`config.mk`:
```
export PLATFORM = sky130hd
export DESIGN_NAME = swfe_track
export DESIGN_NICKNAME = d
export VERILOG_FILES = /design/src/hdl/swfe_pkg.sv /design/src/hdl/swfe_track.sv
export SDC_FILE = /design/constraint.sdc
export NUM_CORES = 1
export LEC_CHECK = 0
export BUFFER_PORTS_ARGS = -buffer_cell sky130_fd_sc_hd__buf_2
export CORE_UTILIZATION = 60
export CTS_BUF_LIST = sky130_fd_sc_hd__clkbuf_4
export DETAILED_ROUTE_END_ITERATION = 10
export PLACE_DENSITY_LB_ADDON = 0.05
export SETUP_SLACK_MARGIN = 0.05
export SYNTH_ARGS = -nofsm -noshare
export SYNTH_HDL_FRONTEND = slang
export SYNTH_SLANG_ARGS = --single-unit
```
`constraint.sdc`:
```
create_clock -name i_clk -period 8.15 [get_ports i_clk]
set_input_delay 0 -clock i_clk [delete_from_list [all_inputs] [get_ports i_clk]]
set_output_delay 0 -clock i_clk [all_outputs]
set_load 0.005 [all_outputs]
```
`src/hdl/swfe_pkg.sv`:
```
// Shared constants and types for the sync-word frame extractor.
`default_nettype none

package swfe_pkg;

    localparam int FRAME_BYTES    = 1030;
    localparam int PAYLOAD_BYTES  = 1024;
    localparam int PAYLOAD_OFFSET = 5;
    localparam int FRONT_BYTES    = 6;
    localparam int ADDR_W         = 11;
    localparam int SUM_W          = ADDR_W + 1;
    localparam int INDEX_W        = 10;

    typedef logic [7:0]        t_byte;
    typedef logic [ADDR_W-1:0] t_addr;
    typedef logic [SUM_W-1:0]  t_sum;

    localparam logic KIND_DATA = 1'b0;
    localparam logic KIND_READ = 1'b1;

    localparam t_byte SYNC0 = 8'hBA;
    localparam t_byte SYNC1 = 8'hDA;
    localparam t_byte SYNC2 = 8'h55;
    localparam t_byte SYNC3 = 8'hAA;

    localparam t_addr FRAME_LAST    = t_addr'(FRAME_BYTES - 1);
    localparam t_addr PAYLOAD_LAST  = t_addr'(FRAME_BYTES - 2);
    localparam t_addr PAYLOAD_FIRST = t_addr'(PAYLOAD_OFFSET);
    localparam t_addr FRONT_COUNT   = t_addr'(FRONT_BYTES);
    localparam t_sum  FRAME_SUM     = t_sum'(FRAME_BYTES);
    localparam t_sum  PAYLOAD_SUM   = t_sum'(PAYLOAD_BYTES);
    localparam t_sum  OFFSET_SUM    = t_sum'(PAYLOAD_OFFSET);
    localparam t_sum  REFILL_SUM    = t_sum'(FRONT_BYTES);

    typedef struct packed {
        logic  wr_en;
        t_addr wr_addr;
        t_byte wr_data;
        logic  rd_en;
        t_addr rd_addr;
    } t_mem_req;

endpackage

`default_nettype wire

```
`src/hdl/swfe_track.sv`:
```
// Window bookkeeping: fill, head, payload XOR and the first window bytes.
`default_nettype none

module swfe_track (
    input  logic                            i_clk,
    input  logic                            i_rst_n,
    input  logic                            i_accept,
    input  logic                            i_kind,
    input  swfe_pkg::t_byte                 i_data_byte,
    input  logic [swfe_pkg::INDEX_W-1:0]    i_read_index,
    input  swfe_pkg::t_byte                 i_mem_rdata,
    output swfe_pkg::t_mem_req              o_mem_req,
    output logic                            o_frame_done
);
    import swfe_pkg::*;

    t_addr r_fill, n_fill;
    t_addr r_head, n_head;
    t_byte r_px, n_px;
    logic  r_ld, n_ld;
    t_byte r_front [FRONT_BYTES];
    t_byte n_front [FRONT_BYTES];
    t_byte fr [FRONT_BYTES];

    t_sum wr_sum, rd_sum, refill_sum, head_sum;
    logic match;

    always_comb begin
        fr = r_front;
        // take the byte fetched by the previous slide
        if (r_ld) begin
            fr[FRONT_BYTES-1] = i_mem_rdata;
        end

        wr_sum     = {1'b0, r_head} + {1'b0, r_fill};
        rd_sum     = {1'b0, r_head} + OFFSET_SUM + t_sum'(i_read_index);
        refill_sum = {1'b0, r_head} + REFILL_SUM;
        head_sum   = {1'b0, r_head} + t_sum'(1);

        match = (fr[0] == SYNC0) && (fr[1] == SYNC1) && (fr[2] == SYNC2)
             && (fr[3] == SYNC3) && (r_px == i_data_byte);

        n_front      = fr;
        n_fill       = r_fill;
        n_head       = r_head;
        n_px         = r_px;
        n_ld         = 1'b0;
        o_mem_req    = '0;
        o_frame_done = 1'b0;

        if (i_accept) begin
            if (i_kind == KIND_READ) begin
                o_mem_req.rd_en   = 1'b1;
                o_mem_req.rd_addr = (rd_sum >= FRAME_SUM) ? t_addr'(rd_sum - FRAME_SUM)
                                                          : t_addr'(rd_sum);
            end else begin
                o_mem_req.wr_en   = 1'b1;
                o_mem_req.wr_data = i_data_byte;
                o_mem_req.wr_addr = (wr_sum >= FRAME_SUM) ? t_addr'(wr_sum - FRAME_SUM)
                                                          : t_addr'(wr_sum);
                if (r_fill < FRONT_COUNT) begin
                    n_front[r_fill[2:0]] = i_data_byte;
                end
                if (r_fill >= PAYLOAD_FIRST && r_fill <= PAYLOAD_LAST) begin
                    n_px = r_px ^ i_data_byte;
                end
                if (r_fill == FRAME_LAST) begin
                    if (match) begin
                        // empty the window, keep the stored bytes
                        n_fill       = '0;
                        n_px         = '0;
                        o_frame_done = 1'b1;
                    end else begin
                        // drop the oldest byte and fetch the new last front byte
                        n_head = (head_sum >= FRAME_SUM) ? t_addr'(head_sum - FRAME_SUM)
                                                         : t_addr'(head_sum);
                        n_px   = r_px ^ fr[PAYLOAD_OFFSET] ^ i_data_byte;
                        for (int i = 0; i < FRONT_BYTES - 1; i++) begin
                            n_front[i] = fr[i+1];
                        end
                        n_ld              = 1'b1;
                        o_mem_req.rd_en   = 1'b1;
                        o_mem_req.rd_addr = (refill_sum >= FRAME_SUM)
                                          ? t_addr'(refill_sum - FRAME_SUM)
                                          : t_addr'(refill_sum);
                    end
                end else begin
                    n_fill = r_fill + t_addr'(1);
                end
            end
        end
    end

    always_ff @(posedge i_clk) begin
        if (!i_rst_n) begin
            r_fill <= '0;
            r_head <= '0;
            r_px   <= '0;
            r_ld   <= 1'b0;
        end else begin
            r_fill <= n_fill;
            r_head <= n_head;
            r_px   <= n_px;
            r_ld   <= n_ld;
        end
    end

    always_ff @(posedge i_clk) begin
        r_front <= n_front;
    end

endmodule

`default_nettype wire

```
# == Yosys cells after proc, flatten, opt, wreduce, memory -nomap -nowiden ==
# Index checks and enable logic that the tools add are counted.
# op_classes
div,0
eq_ne,7
order_cmp,9
bitwise_logic,9
reduce_logical,12
muxes,28
mul,0
shifts,0
n_addsub,10
# ops
operator,count
two-way mux 40 bit,2
two-way mux 11 bit,6
two-way mux 8 bit,7
bitwise mux 48 bit,1
>= comparator 12 x 11 -> 1 bit (second input constant),4
two-way mux 48 bit,1
subtractor 11 bit (second input constant),4
two-way mux 12 bit,3
two-way mux 32 bit,1
adder 11 x 3 -> 12 bit (second input constant),2
demux 8 bit (select 3 bit),1
== test 8 bit (second input constant),3
bitwise XOR 8 bit,3
two-way mux 20 bit,1
adder 11 x 1 -> 12 bit (second input constant),1
adder 11 x 11 -> 12 bit,1
adder 12 x 10 -> 12 bit,1
adder 11 x 1 -> 11 bit (second input constant),1
== test 11 bit (second input constant),1
>= comparator 11 x 3 -> 1 bit (second input constant),1
<= comparator 11 bit (second input constant),1
< comparator 11 x 3 -> 1 bit (second input constant),1
== test 8 x 7 -> 1 bit (second input constant),1
== test 8 bit,1
other kinds (12),26
# totals
mem_bits_rw,0
output_inout_bits,33
n_memories,0
wordCells,85
rom_bits,0
latch_bits,0
reg_bits,79
inputBits,30

# == Logic depth before layout (Yosys ltp) ==
# logic_depth
word_depth,9
mapped_depth,15
ltp_nobuf,14

# == Worst setup path after synthesis ==
# OpenSTA, ideal clock, no wires.
# synth_timing
kind,reg-to-output
startpoint,register r_head[1]
endpoint,output port o_mem_req[7] (netlist bit)
arrival_ns,3.230
setup_slack_ns,4.920
n_path_buf,0
stages_incl_launch_ff,13
t_required_ns,8.150
path_cell_list,dfxtp_1 ha_1 ha_1 fa_1 a211oi_2 nor2_1 o221ai_1 a21boi_1 nand4_1 a21oi_2 nor2_1 xor2_1 o22ai_1
# synth_rtl
element,line,source
from (decl),swfe_track.sv:18,"t_addr r_head, n_head;"
from (signal assigned),swfe_track.sv:102,r_head <= n_head;
to (decl),swfe_track.sv:12,"output swfe_pkg::t_mem_req o_mem_req,"

==> run_results.csv <==
group,metric,value,unit
place,dp_cells,1012,
worst_setup_path,required,8150,ps
place,gp_congestion,0.9658,
floorplan,core,0.01156,mm^2
synthesis,synthSimpleGateAreaFrac,0.2331,
hold_path,hp-class,"input pin to register",
floorplan,std_cell_rows,39,
global_route,overflow,0,
worst_setup_path,critical_path_class,"register to output pin",
worst_setup_path,critPathMaxFanout,15,
worst_setup_path,reg2reg_from,"r_head[1]",
synthesis,synthAdderAreaFrac,0.07694,
global_route,grt_max_degree,68,
synthesis,synth_top_family_by_area,"simple AND/OR/NAND/NOR gates",
synthesis,synth_area,0.007188,mm^2
cells_and_area,fillers,975,
worst_setup_path,worstPathArrival,4630,ps
worst_setup_path,worstSetupEndpointType,"output pin",
global_route,grt_pass1_wl,30470,um
clock_network,cts_htree_levels,3,
worst_setup_path,r2r_end,"r_head[9]",
flow_run,maxCapViolCount,0,
floorplan,die_w,111.5,um
hold_path,hold_depth,3,
timing,fmax,0.2158,GHz
cells_and_area,area_delta_synth_final,7.711,%
worst_setup_path,r2r_slack,4880,ps
synthesis,synth-seq-cells,79,
timing,setup_viol,0,
synthesis,synthXorXnorAreaFrac,0.07920,
cells_and_area,drive_above_1_share,0.1409,
clock_network,cts_hold_buf,9,
detailed_routing,drc,7,
clock_network,cts_resized,0,
synthesis,synth_compound_area_frac,0.1904,
power_and_ir_drop,peakVddDrop,0.1164,mV
timing,min_period,4635,ps
synthesis,ys.flop_type,"edfxtp_1",
clock_network,cts_tree,"yes",
clock_network,numCtsBuffers,9,
status,violations,"DRC",
floorplan,ioPinCount,63,
synthesis,synth.avg_cell_area,8.417,um^2
cells_and_area,finalInstanceArea,0.007742,mm^2
power_and_ir_drop,power.density,107.5,mW/mm^2
timing,maxSlewViolCount,0,
synthesis,async_reset_ff_frac,0,
synthesis,ys_warn_count,0,
clock_network,cts_setup_buffers,0,
timing,final.period_utilization,0.5687,
clock_network,path_clk_slew,130,ps
floorplan,die_h,111.5,um
cells_and_area,num_antenna_cells,0,
status,outcome,"finished with violations",
timing,tns,0,ps
detailed_routing,drt_wl_total,18320,um
timing,rsz0062_at_grt,"no",
detailed_routing,drtIter0Drc,474,
cells_and_area,layout.cells.non_filler,1037,
timing,hold_viol_final,0,
cells_and_area,utilization,0.6695,
global_route,antenna_found_initial,0,
synthesis,syn_inst,854,
global_route,grt_pass1_vias,6084,
detailed_routing,vias_per_cell,6.368,
place,dpl-instance-area,0.007492,mm^2
cells_and_area,finalNetCount,962,
detailed_routing,wl_per_cell,17.67,um
clock_network,clkSinkCount,79,
clock_network,clockBufferDepth,2,
clock_network,insertion_delay,450,ps
clock_network,cts-root-buf,"clkbuf_4",
timing,finClkSkew,28.52,ps
global_route,track_usage,0.3006,
floorplan,die-area,0.01242,mm^2
floorplan,start_util,0.6216,
detailed_routing,drtAntennaViolNets,0,
power_and_ir_drop,leakage,3.190,nW
worst_setup_path,cp-start-kind,"register",
hold_path,worstHoldStart,"i_mem_rdata[7]",
synthesis,ys_types,85,
worst_setup_path,reg2regPathDepth,10,
detailed_routing,via_count,6604,
place,dp_hpwl,13520,um
detailed_routing,drt_first_pass_iters,9,
hold_path,hold_end,"r_front[7]",
timing,tightest_slew,740.1,ps
synthesis,syn-num-nets,927,
synthesis,synth_mux_area_frac,0.09748,
synthesis,synth-edff-count,40,
synthesis,ys_seq_area_frac,0.2757,
timing,slew_headroom,0.5060,
place,placement.io_buffers,62,
[cells by family after synthesis]
group / count (synthesis)
AO/OA/AOI/OAI: 212
XOR/XNOR: 65
adder cells (fa/ha/maj): 43
buffers and inverters: 77
flip-flops: 79
multiplexers: 68
AND/OR/NAND/NOR: 310
[per-layer routing]
metal / part of all wire / vias up / GRT usage
met4: 0.017 / 0 / 0.09099
met5: 0 / - / 0
met2: 0.45 / 233 / 0.4679
met3: 0.061 / 29 / 0.04083
li1: - / 3238 / -
met1: 0.48 / 3104 / 0.4333
[synth_stat cells, drive strengths merged (3+ instances only)]
cell type  instances  area share
a211oi             6      0.0070
a21o               9      0.0094
a21oi             42       0.030
a311oi            13       0.016
a32oi              4      0.0049
a41oi              3      0.0047
and2              16       0.014
and3              11       0.010
and4               6      0.0073
buf               18       0.016
clkbuf            35       0.018
dfxtp             39        0.11
edfxtp            40        0.17
ha                41       0.071
inv               23       0.012
mux2              16       0.025
mux2i             52       0.072
nand2             85       0.044
nand2b             7      0.0061
nand3             21       0.016
nand4             12       0.010
nand4b             4      0.0049
nand4bb            6      0.0094
nor2              67       0.037
nor2b              9      0.0078
nor3              20       0.015
nor3b              9       0.010
nor4              10       0.012
o211ai             8      0.0084
o21a               5      0.0052
o21ai             78       0.054
o22ai             10      0.0087
o311ai             3      0.0037
o32ai              3      0.0037
or2                5      0.0044
or3               12       0.010
xnor2             32       0.039
xor2              33       0.040
[layout make-up]
type	instances	area, um^2	area share
clock buffer	10	75.07	0.009696
sequential	79	1982	0.2560
timing repair buffer	77	445.4	0.05753
multi-input combinational	698	4886	0.6311
inverter	24	90.09	0.01164
tap	143	178.9	0.02311
clock inverter	6	85.08	0.01099
[state kept, by name, summed over array words and instances, names as in the netlist]
name     cells
r_px         8
r_head      11
fr          40
r_fill      11
r_ld         1
r_front      8
[report_power, final]
group          leakage [nW]  switching, W  internal (W)  total [W]
clock                0.0907      0.000140      0.000128   0.000268
sequential            0.690     0.0000105      0.000430   0.000440
combinational          2.41     0.0000731     0.0000511   0.000124
[placed cells by master, fill, tap and decap left out, types with 13 or more instances in the layout]
cell and n:
nor2_1 66, nand3_1 19, a21oi_1 40, a311oi_1 13, nor3_1 18, o21ai_0 74
inv_1 21, buf_2 62, dfxtp_1 39, nand2_1 85, mux2i_1 52, mux2_2 16
and2_1 16, xor2_1 33, edfxtp_1 40, ha_1 41, xnor2_1 32
[worst max-delay path, cell delays in order, from the launching register on]
cell	delay (ps)
dfxtp_1	670
inv_1	260
ha_1	330
inv_1	70
fa_1	520
a211oi_2	360
nor2_1	140
o221ai_1	280
a21boi_1	330
nand4_1	200
a21oi_2	390
nor2_1	110
xor2_1	180
o22ai_1	190
buf_2	160
[through the flow]
| step | hold slack (ps) | total power, W | setup slack [ps] |
|---|---|---|---|
| after global placement | 283.5 | 0.0005641 | 4410 |
| final | 16.49 | 0.0008321 | 3515 |
| after global routing | 20.11 | 0.0008667 | 3239 |
| after floorplan | 74.28 | 0.0005310 | 4920 |
| after CTS | 0.8206 | 0.0008328 | 3596 |
| after detailed placement | 289.7 | 0.0005680 | 4115 |
[worst max path at each step]
stage	start	to
after detailed placement	r_head[2]	o_mem_req[7]
after global placement	r_head[2]	o_mem_req[7]
after global routing	r_head[2]	o_mem_req[7]
after CTS	r_head[2]	o_mem_req[7]
after floorplan	r_head[1]	o_mem_req[7]
final	r_head[2]	o_mem_req[7]
Note: power is estimated with default switching activity, not from simulation.
